File: src/hw/rtl/uera_pkg.sv
// Shared types, constants and register map of the averaging ultrasonic echo ranger.
package uera_pkg;

  // Default build parameters.
  localparam int SAMPLES_DEF    = 5;
  localparam int ECHO_WIDTH_DEF = 16;

  // Fixed field widths.
  localparam int TRIG_LEN_W = 10;
  localparam int GAP_W      = 16;
  localparam int DIST_W     = 15;
  localparam int DATA_W     = 32;
  localparam int ADDR_W     = 3;

  // Register reset values.
  localparam logic [TRIG_LEN_W-1:0] TRIG_LEN_RESET = 10'd20;
  localparam logic [GAP_W-1:0]      GAP_RESET      = 16'd10000;

  // Distance arithmetic: 58 us of echo per cm, four fraction bits.
  localparam int EchoUsPerCm = 58;
  localparam int QFrac       = 4;
  localparam logic [DIST_W-1:0] DIST_MAX = 15'h7fff;

  // Register indexes, taken from the word address bit.
  typedef enum logic {
    REG_TRIGGER_LEN = 1'b0,
    REG_GAP         = 1'b1
  } reg_idx_t;

  // Measurement sequencer phases.
  typedef enum logic [2:0] {
    PH_IDLE,
    PH_TRIG,
    PH_WAIT,
    PH_MEAS,
    PH_GAP
  } phase_t;

  // Configuration register values.
  typedef struct packed {
    logic [TRIG_LEN_W-1:0] trigger_len_us;
    logic [GAP_W-1:0]      gap_us;
  } cfg_t;

  // One result item.
  typedef struct packed {
    logic              trigger_level;
    logic              busy_res;
    logic              done_res;
    logic [DIST_W-1:0] distance_q4;
  } res_t;

endpackage

File: src/hw/rtl/uera_in_if.sv
// Request channel carrying one microsecond tick with start request and echo level.
interface uera_in_if;
  logic valid;
  logic ready;
  logic start_req;
  logic echo_level;

  modport source (output valid, output start_req, output echo_level, input ready);
  modport sink (input valid, input start_req, input echo_level, output ready);
endinterface

File: src/hw/rtl/uera_out_if.sv
// Result channel carrying trigger level, status and the averaged distance.
interface uera_out_if;
  logic                            valid;
  logic                            ready;
  logic                            trigger_level;
  logic                            busy_res;
  logic                            done_res;
  logic [uera_pkg::DIST_W-1:0]     distance_q4;

  modport source (
    output valid, output trigger_level, output busy_res, output done_res,
    output distance_q4, input ready
  );
  modport sink (
    input valid, input trigger_level, input busy_res, input done_res,
    input distance_q4, output ready
  );
endinterface

File: src/hw/rtl/uera_regs.sv
// APB-style configuration registers: trigger length and inter-round gap.
module uera_regs (
  input  logic                          clk,
  input  logic                          rst,
  input  logic                          psel,
  input  logic                          penable,
  input  logic                          pwrite,
  input  logic [uera_pkg::ADDR_W-1:0]   paddr,
  input  logic [uera_pkg::DATA_W-1:0]   pwdata,
  output logic [uera_pkg::DATA_W-1:0]   prdata,
  output logic                          pready,
  output uera_pkg::cfg_t                cfg
);

  logic              wr_en;
  uera_pkg::reg_idx_t idx;

  assign pready = 1'b1;
  assign wr_en  = psel && penable && pwrite;
  assign idx    = uera_pkg::reg_idx_t'(paddr[uera_pkg::ADDR_W-1]);

  // Register writes on the access cycle.
  always_ff @(posedge clk) begin
    if (rst) begin
      cfg.trigger_len_us <= uera_pkg::TRIG_LEN_RESET;
      cfg.gap_us         <= uera_pkg::GAP_RESET;
    end else if (wr_en) begin
      unique case (idx)
        uera_pkg::REG_TRIGGER_LEN: begin
          cfg.trigger_len_us <= pwdata[uera_pkg::TRIG_LEN_W-1:0];
        end
        uera_pkg::REG_GAP: begin
          cfg.gap_us <= pwdata[uera_pkg::GAP_W-1:0];
        end
      endcase
    end
  end

  // Read-back mux.
  always_comb begin
    unique case (idx)
      uera_pkg::REG_TRIGGER_LEN: begin
        prdata = uera_pkg::DATA_W'(cfg.trigger_len_us);
      end
      uera_pkg::REG_GAP: begin
        prdata = uera_pkg::DATA_W'(cfg.gap_us);
      end
    endcase
  end

endmodule

File: src/hw/rtl/uera_core.sv
// Measurement sequencer: trigger, echo timing, accumulation and averaged distance.
module uera_core #(
  parameter int SAMPLES         = uera_pkg::SAMPLES_DEF,
  parameter int ECHO_WIDTH_BITS = uera_pkg::ECHO_WIDTH_DEF
) (
  input  logic           clk,
  input  logic           rst,
  input  logic           step,
  input  logic           start_req,
  input  logic           echo_level,
  input  uera_pkg::cfg_t cfg,
  output uera_pkg::res_t res
);

  localparam int CNT_W   = (ECHO_WIDTH_BITS > uera_pkg::GAP_W) ? ECHO_WIDTH_BITS
                                                              : uera_pkg::GAP_W;
  localparam int RND_W   = $clog2(SAMPLES + 1);
  localparam int SUM_W   = $clog2(SAMPLES * ((1 << ECHO_WIDTH_BITS) - 1) + 1);
  // Divide sum * 16 by 58 * SAMPLES through a reciprocal that is exact for all sums.
  localparam int DIV     = uera_pkg::EchoUsPerCm * SAMPLES;
  localparam int DIV_LOG = $clog2(DIV);
  localparam int SHIFT   = SUM_W + uera_pkg::QFrac + DIV_LOG;
  localparam int MUL_W   = SHIFT - DIV_LOG + 2;
  localparam int PROD_W  = SUM_W + MUL_W;
  localparam int QUOT_W  = PROD_W - (SHIFT - uera_pkg::QFrac);
  localparam logic [63:0] MUL_K64 = ((64'd1 << SHIFT) + 64'(DIV) - 64'd1) / 64'(DIV);
  localparam logic [MUL_W-1:0] MUL_K = MUL_K64[MUL_W-1:0];
  localparam logic [CNT_W-1:0] ECHO_MAX =
    CNT_W'((64'd1 << ECHO_WIDTH_BITS) - 64'd1);

  uera_pkg::phase_t          phase, phase_next;
  logic [CNT_W-1:0]          tick_count, tick_count_next;
  logic [RND_W-1:0]          round_index, round_index_next;
  logic [SUM_W-1:0]          width_sum, width_sum_next;
  logic [uera_pkg::DIST_W-1:0] last_distance, last_distance_next;
  logic [PROD_W-1:0]         avg_prod;
  logic [QUOT_W-1:0]         avg_quot;
  logic [uera_pkg::DIST_W-1:0] avg_q4;
  logic                      trig, done;

  // Reciprocal product of the stored sum, so it always matches the current sum,
  // even when the last round ends on the tick right before the final gap tick.
  assign avg_prod = PROD_W'(width_sum) * PROD_W'(MUL_K);

  // Quotient and saturation to 15 bits.
  assign avg_quot = avg_prod[PROD_W-1:SHIFT-uera_pkg::QFrac];
  assign avg_q4   = (32'(avg_quot) > 32'(uera_pkg::DIST_MAX)) ? uera_pkg::DIST_MAX
                                                            : uera_pkg::DIST_W'(avg_quot);

  // Next state for one tick: entries into the trigger phase first, then the phase work.
  always_comb begin
    phase_next         = phase;
    tick_count_next    = tick_count;
    round_index_next   = round_index;
    width_sum_next     = width_sum;
    last_distance_next = last_distance;
    trig               = 1'b0;
    done               = 1'b0;

    unique case (phase)
      uera_pkg::PH_IDLE: begin
        if (start_req) begin
          width_sum_next   = '0;
          round_index_next = '0;
          tick_count_next  = '0;
          phase_next       = uera_pkg::PH_TRIG;
        end
      end
      uera_pkg::PH_GAP: begin
        if (tick_count < CNT_W'(cfg.gap_us)) begin
          tick_count_next = tick_count + CNT_W'(1);
        end else if (round_index >= RND_W'(SAMPLES)) begin
          last_distance_next = avg_q4;
          done               = 1'b1;
          tick_count_next    = '0;
          phase_next         = uera_pkg::PH_IDLE;
        end else begin
          tick_count_next = '0;
          phase_next      = uera_pkg::PH_TRIG;
        end
      end
      default: begin
      end
    endcase

    unique case (phase_next)
      uera_pkg::PH_TRIG: begin
        trig            = 1'b1;
        tick_count_next = tick_count_next + CNT_W'(1);
        if (tick_count_next >= CNT_W'(cfg.trigger_len_us)) begin
          tick_count_next = '0;
          phase_next      = uera_pkg::PH_WAIT;
        end
      end
      uera_pkg::PH_WAIT: begin
        if (echo_level) begin
          tick_count_next = CNT_W'(1);
          phase_next      = uera_pkg::PH_MEAS;
        end
      end
      uera_pkg::PH_MEAS: begin
        if (echo_level) begin
          if (tick_count_next < ECHO_MAX) begin
            tick_count_next = tick_count_next + CNT_W'(1);
          end
        end else begin
          width_sum_next   = width_sum + SUM_W'(tick_count_next);
          round_index_next = round_index + RND_W'(1);
          tick_count_next  = '0;
          phase_next       = uera_pkg::PH_GAP;
        end
      end
      default: begin
      end
    endcase

    res.trigger_level = trig;
    res.busy_res      = (phase_next != uera_pkg::PH_IDLE);
    res.done_res      = done;
    res.distance_q4   = last_distance_next;
  end

  // State registers advance once per processed tick.
  always_ff @(posedge clk) begin
    if (rst) begin
      phase         <= uera_pkg::PH_IDLE;
      tick_count    <= '0;
      round_index   <= '0;
      width_sum     <= '0;
      last_distance <= '0;
    end else if (step) begin
      phase         <= phase_next;
      tick_count    <= tick_count_next;
      round_index   <= round_index_next;
      width_sum     <= width_sum_next;
      last_distance <= last_distance_next;
    end
  end

  // The round counter never runs past the sample count.
  a_round_bound: assert property (@(posedge clk) disable iff (rst)
    round_index <= RND_W'(SAMPLES))
    else $error("round index past sample count");

  // A finished measurement always returns to idle.
  a_done_idle: assert property (@(posedge clk) disable iff (rst)
    step && res.done_res |=> phase == uera_pkg::PH_IDLE)
    else $error("done without return to idle");

  // The trigger is only driven while a sequence is running.
  a_trig_busy: assert property (@(posedge clk) disable iff (rst)
    step && res.trigger_level |-> res.busy_res && !res.done_res)
    else $error("trigger outside a running sequence");

  // Without a processed tick the sequencer state holds.
  a_hold: assert property (@(posedge clk) disable iff (rst)
    !step |=> $stable(phase) && $stable(tick_count) && $stable(width_sum))
    else $error("sequencer state moved without a tick");

endmodule

File: src/hw/rtl/ultrasonic_echo_ranger_avg_top.sv
// Top level of the averaging ultrasonic echo ranger: tick pipeline and register port.
// A request passes the request register and then the result register; a stall can hold it in between.
// Throughput: one request per cycle while the result register is free; the sequencer updates once per tick.
// One measurement spans SAMPLES rounds of trigger, echo wait, echo count and gap ticks.
// Reset: sequencer idle, counters and distance zero, trigger length 20, gap 10000.
// Reset empties the request and result registers; no clearing pass is needed.
module ultrasonic_echo_ranger_avg_top #(
  parameter int SAMPLES         = uera_pkg::SAMPLES_DEF,
  parameter int ECHO_WIDTH_BITS = uera_pkg::ECHO_WIDTH_DEF
) (
  input  logic                          clk,
  input  logic                          rst,
  uera_in_if.sink                       item,
  uera_out_if.source                    result,
  input  logic                          psel,
  input  logic                          penable,
  input  logic                          pwrite,
  input  logic [uera_pkg::ADDR_W-1:0]   paddr,
  input  logic [uera_pkg::DATA_W-1:0]   pwdata,
  output logic [uera_pkg::DATA_W-1:0]   prdata,
  output logic                          pready
);

  uera_pkg::cfg_t cfg;
  uera_pkg::res_t res;
  uera_pkg::res_t res_reg;
  logic           s1_valid;
  logic           s1_start;
  logic           s1_echo;
  logic           out_valid;
  logic           advance;
  logic           step;

  uera_regs u_regs (
    .clk     (clk),
    .rst     (rst),
    .psel    (psel),
    .penable (penable),
    .pwrite  (pwrite),
    .paddr   (paddr),
    .pwdata  (pwdata),
    .prdata  (prdata),
    .pready  (pready),
    .cfg     (cfg)
  );

  uera_core #(
    .SAMPLES         (SAMPLES),
    .ECHO_WIDTH_BITS (ECHO_WIDTH_BITS)
  ) u_core (
    .clk        (clk),
    .rst        (rst),
    .step       (step),
    .start_req  (s1_start),
    .echo_level (s1_echo),
    .cfg        (cfg),
    .res        (res)
  );

  // Pipeline control: the result register frees up when taken or empty.
  assign advance    = !out_valid || result.ready;
  assign step       = s1_valid && advance;
  assign item.ready = !s1_valid || advance;

  // Request register.
  always_ff @(posedge clk) begin
    if (rst) begin
      s1_valid <= 1'b0;
    end else if (item.ready) begin
      s1_valid <= item.valid;
    end
  end

  always_ff @(posedge clk) begin
    if (item.valid && item.ready) begin
      s1_start <= item.start_req;
      s1_echo  <= item.echo_level;
    end
  end

  // Result register.
  always_ff @(posedge clk) begin
    if (rst) begin
      out_valid <= 1'b0;
    end else if (advance) begin
      out_valid <= s1_valid;
    end
  end

  always_ff @(posedge clk) begin
    if (step) begin
      res_reg <= res;
    end
  end

  assign result.valid         = out_valid;
  assign result.trigger_level = res_reg.trigger_level;
  assign result.busy_res      = res_reg.busy_res;
  assign result.done_res      = res_reg.done_res;
  assign result.distance_q4   = res_reg.distance_q4;

endmodule
File: src/flat_wrapper.sv
// flat-port wrapper written by rule: the top's interface ports become plain ports
module ultrasonic_echo_ranger_avg_top_flat 
#(
  parameter int SAMPLES         = uera_pkg::SAMPLES_DEF,
  parameter int ECHO_WIDTH_BITS = uera_pkg::ECHO_WIDTH_DEF
)
  (clk, rst, psel, penable, pwrite, paddr, pwdata, prdata, pready, item_valid, item_start_req, item_echo_level, item_ready, result_valid, result_trigger_level, result_busy_res, result_done_res, result_distance_q4, result_ready);
  uera_in_if item_i ();
  uera_out_if result_i ();
  input  logic clk;
  input  logic rst;
  input  logic psel;
  input  logic penable;
  input  logic pwrite;
  input  logic [uera_pkg::ADDR_W-1:0] paddr;
  input  logic [uera_pkg::DATA_W-1:0] pwdata;
  output logic [uera_pkg::DATA_W-1:0] prdata;
  output logic pready;
  input wire logic [$bits(item_i.valid)-1:0] item_valid;
  input wire logic [$bits(item_i.start_req)-1:0] item_start_req;
  input wire logic [$bits(item_i.echo_level)-1:0] item_echo_level;
  output wire logic [$bits(item_i.ready)-1:0] item_ready;
  output wire logic [$bits(result_i.valid)-1:0] result_valid;
  output wire logic [$bits(result_i.trigger_level)-1:0] result_trigger_level;
  output wire logic [$bits(result_i.busy_res)-1:0] result_busy_res;
  output wire logic [$bits(result_i.done_res)-1:0] result_done_res;
  output wire logic [$bits(result_i.distance_q4)-1:0] result_distance_q4;
  input wire logic [$bits(result_i.ready)-1:0] result_ready;
  assign item_i.valid = item_valid;
  assign item_i.start_req = item_start_req;
  assign item_i.echo_level = item_echo_level;
  assign item_ready = item_i.ready;
  assign result_valid = result_i.valid;
  assign result_trigger_level = result_i.trigger_level;
  assign result_busy_res = result_i.busy_res;
  assign result_done_res = result_i.done_res;
  assign result_distance_q4 = result_i.distance_q4;
  assign result_i.ready = result_ready;
  ultrasonic_echo_ranger_avg_top #(.SAMPLES(SAMPLES), .ECHO_WIDTH_BITS(ECHO_WIDTH_BITS)) u_core (.clk(clk), .rst(rst), .item(item_i), .result(result_i), .psel(psel), .penable(penable), .pwrite(pwrite), .paddr(paddr), .pwdata(pwdata), .prdata(prdata), .pready(pready));
endmodule
File: config.mk
export PLATFORM = sky130hd
export DESIGN_NAME = ultrasonic_echo_ranger_avg_top_flat
export DESIGN_NICKNAME = d
export VERILOG_FILES = /design/src/hw/rtl/uera_pkg.sv /design/src/hw/rtl/uera_in_if.sv /design/src/hw/rtl/uera_out_if.sv /design/src/hw/rtl/uera_regs.sv /design/src/hw/rtl/uera_core.sv /design/src/hw/rtl/ultrasonic_echo_ranger_avg_top.sv /design/src/flat_wrapper.sv
export SDC_FILE = /design/constraint.sdc
export NUM_CORES = 1
export LEC_CHECK = 0
export BUFFER_PORTS_ARGS = -buffer_cell sky130_fd_sc_hd__buf_4
export CAP_MARGIN = 10
export CORE_MARGIN = 3
export CORE_UTILIZATION = 40
export DETAILED_ROUTE_END_ITERATION = 8
export HOLD_SLACK_MARGIN = 0.06
export PLACE_DENSITY = 0.69
export SETUP_SLACK_MARGIN = 0.1
export SLEW_MARGIN = 20
export SYNTH_ARGS = -nofsm -noshare
export SYNTH_HDL_FRONTEND = slang
export SYNTH_SLANG_ARGS = --single-unit
File: constraint.sdc
create_clock -name clk -period 11.4 [get_ports clk]
set_input_delay 2.28 -clock clk [delete_from_list [all_inputs] [get_ports clk]]
set_output_delay 2.28 -clock clk [all_outputs]
set_load 0.01 [all_outputs]
==> out/summary.txt <==
CP max stage cell: fa_1
Root Driver: clkbuf_16
reg2reg setup slack: 3.90 ns
Worst Path Arrival: 7.61 ns
Worst Tran Pin Value: 0.961 ns
Num CTS Buffers: 9
boundary pin count: 97
hold crit path type: flip-flop to flip-flop
hold buffer count at cts: 0
Top delay family on crit path: adder cells
yosys warns: 0
Netlist Area Pre-Place: 14000 µm²
post-route setup TNS: 0 ns
Synth Area in Compound Gates: 0.139
adder-cell share of the synthesized area: 0.421
post-route cell area: 15100 µm²
die area: 37200 µm²
Req. time, crit path: 11.51 ns
total setup buffers inserted after CTS: 0
fin util: 0.444
Synth top area share: 0.226
most frequent cells in the layout: 337 x inv_1, 218 x ha_1, 158 x fa_1
crit end category: flip-flop
Core Area: 34000 µm²
Initial Utilization: 0.412
critical path depth: 22
synthesized flop and latch total: 104
Buf+Inv Stages, Crit Path: 4
Rel. slew slack: 0.359
cell count after synthesis: 1604
nets: 2057
P&R area growth vs syn: 7.95%
initial antenna violation count: 1
DRC viols: 0
async set-reset flop share out of synthesis: 0
max cap viols: 0
most common cell after layout, fill and taps aside: inv_1
Worst-path clk slew: 0.08 ns
FF-to-FF path depth: 22
CTS tree: done
Leak: 7.84 nW
crit-path max cell delay: 0.70 ns
worst flop-to-flop path endpoint: u_core.result.distance_q4[14]$_DFFE_PP_
Seq/Total Area, Yosys: 0.163
M2 GR Usage: 0.313
critical path class: flip-flop to flip-flop
Worst VDD drop: 78.6 µV
Setup Viol. Count Final: 0
post-CTS sizing: 0
Synth Flop Type: dfxtp_1
global route overflow: 0
final RePlAce weighted congestion: 0.914
post-synthesis mux area share: 0.00448
met3 usage: 0.0354
PwrDens: 52.7 nW/µm²
Die Y: 193 µm
largest net degree at the start of global routing: 88
GRT Max-Usage Layer: met2
total power: 795 µW
cell mode on critical path: fa_1
f_max: 133 MHz
fillers: 3316
Detail Route Antenna Nets: 0
Slew Viols, Final: 0
CP Cell Sequence: fa_1 > fa_1 > inv_1 > fa_1 > inv_1 > fa_1 > fa_1 > inv_1 > fa_1 > inv_1 > ha_1 > a211oi_1 > nand3_1 > a2111oi_0 > nand2_1 > a211oi_1 > nand2_1 > a311o_1 > a211o_1 > a21oi_1 > xnor2_1 > o21ai_0
met1 Track Usage GR: 0.249
vias per std cell: 5.19
CP Capture Point: u_core.result.distance_q4[14]$_DFFE_PP_
Site Rows: 67
r2r startpoint: u_core.u_core.width_sum[6]$_SDFFE_PP0P_
CP max FO: 8
layout cells sized above 1: 0.0682
main combinational cell family by area after synthesis: adder cells
routed wire length: 34.1 mm
clock latency on the worst-skew pair: 0.37 ns
status: finished, final reports clean
startpoint types: flip-flop
maximum buffer depth of the clock tree: 2
Placed Area: 14800 µm²
H-Tree Depth: 3
1st-iter DRT viols: 797
gr usage total: 0.186
Final Critical Period: 7.50 ns
post-synthesis simple-gate area fraction: 0.124
syn avg cell area: 8.71 µm²
# clock sinks: 104
clock skew: 0.0110 ns
Hold Violations, Final: 0
DR vias: 10849
port bufs: 61
Die W: 193 µm
Post-Synth XOR/XNOR Area: 0.0326
HPWL Detailed: 28.0 mm
Post-synth EDFFs: 20
Synth cell types: 77
first-pass GRT wire length: 54.9 mm
routed len/inst: 16.3 µm
period utilization: 0.658
vias in the first global route: 10769
drt pass-1 iters: 5
area leader, netlist: fa_1
CP startpoint: u_core.u_core.width_sum[6]$_SDFFE_PP0P_
Area contributors post-synth: fa_1 23%, ha_1 20%, dfxtp_1 12%
RSZ-0062 raised after global routing: false
antenna cells: 0
[metal layers]
metal	part of all wire	vias to the layer above
li1	-	5307
met1	0.44	5230
met2	0.48	267
met3	0.053	43
met4	0.019	2
met5	0.0010	-
[cells in the mapped netlist, types with 3 or more instances]
master and number:
nand3_1 24, o21bai_1 8, nor2b_1 11, or3_1 6, o22ai_1 6, nor2_1 91
or2_2 6, inv_1 337, o31ai_1 5, o211ai_1 8, nor4_1 9, dfxtp_1 84
a32oi_1 7, a21o_1 23, fa_1 158, a211oi_1 10, edfxtp_1 20, buf_1 5
a32oi_2 3, nor3_1 18, and2_1 6, nand2_1 141, a22oi_1 15, and3_1 6
buf_4 17, o21ai_1 6, xnor2_1 36, clkbuf_1 29, nand4_1 20, ha_1 218
a211o_1 10, nand2b_1 10, o2111ai_1 4, o21ai_0 49, o21a_1 5, a21oi_1 107
buf_2 10, a31oi_1 7, xor2_1 16, mux2i_1 4
[logic make-up after synthesis]
kind of cell               after synthesis
AOI/OAI and AO/OA                      296
buffers and inverters                  402
DFF                                    104
muxes                                    6
xor gates and xnor gates                52
other                                    2
and+or+nand+nor                        366
adders and majority gates              376
[cell type report]
type / count / area (µm²) / area share
Tap cell: 448 / 561 / 0.0372
Multi-Input combinational cell: 1113 / 10200 / 0.673
Timing Repair Buffer: 69 / 518 / 0.0343
Sequential cell: 104 / 2280 / 0.151
Clock buffer: 9 / 225 / 0.0149
Clock inverter: 7 / 65.1 / 0.00431
Inverter: 340 / 1280 / 0.0846
[registers in the layout, summed over array words and instances (netlist names)]
signal / flops
u_core.u_regs.cfg: 26
u_core.u_core.width_sum: 19
u_core.u_core.tick_count: 16
u_core.result.distance_q4: 15
u_core.u_core.last_distance: 15
u_core.u_core.phase: 3
u_core.u_core.round_index: 3
u_core.result.busy_res: 1
u_core.result.done_res: 1
u_core.result.trigger_level: 1
u_core.result.valid: 1
u_core.s1_echo: 1
u_core.s1_start: 1
u_core.s1_valid: 1
[metrics by stage]
step / setup slack, ns / hold slack [ns] / std cells
finish: 3.90 / 0.456 / 2090
global route: 3.51 / 0.473 / 2090
CTS: 3.82 / 0.458 / 2090
detailed placement: 3.84 / 0.447 / 2074
global placement: 3.92 / 0.442 / 2074
floorplan: 4.83 / 0.436 / 1619
[tightest hold or removal path: cells and delay by family (launching register included)]
| family | cells | cell delay, ns |
|---|---|---|
| flops | 1 | 0.31 |
| simple gates | 1 | 0.05 |
| compound gates | 1 | 0.05 |
[report_power, final]
group | leakage [nW] | total (mW) | switching, mW | internal, mW
clock | 0.140 | 0.315 | 0.162 | 0.153
sequential | 0.858 | 0.389 | 0.00694 | 0.382
combinational | 6.84 | 0.0909 | 0.0576 | 0.0332
[worst min-delay path by stage]
| stage | depth (start not counted) | end | startpoint | slack [ns] |
|---|---|---|---|---|
| global placement | 2 | u_core.u_regs.cfg[25]$_SDFFE_PP0P_ | u_core.u_regs.cfg[25]$_SDFFE_PP0P_ | 0.44 |
| floorplan | 2 | u_core.u_regs.cfg[11]$_SDFFE_PP0P_ | u_core.u_regs.cfg[11]$_SDFFE_PP0P_ | 0.44 |
| finish | 2 | u_core.u_regs.cfg[11]$_SDFFE_PP0P_ | u_core.u_regs.cfg[11]$_SDFFE_PP0P_ | 0.46 |
| detailed placement | 2 | u_core.u_regs.cfg[11]$_SDFFE_PP0P_ | u_core.u_regs.cfg[11]$_SDFFE_PP0P_ | 0.45 |
| CTS | 2 | u_core.u_regs.cfg[11]$_SDFFE_PP0P_ | u_core.u_regs.cfg[11]$_SDFFE_PP0P_ | 0.46 |
| global route | 2 | u_core.u_core.last_distance[11]$_SDFFE_PP0P_ | u_core.u_core.last_distance[11]$_SDFFE_PP0P_ | 0.47 |
No activity file was read; power rests on OpenSTA's default activity.
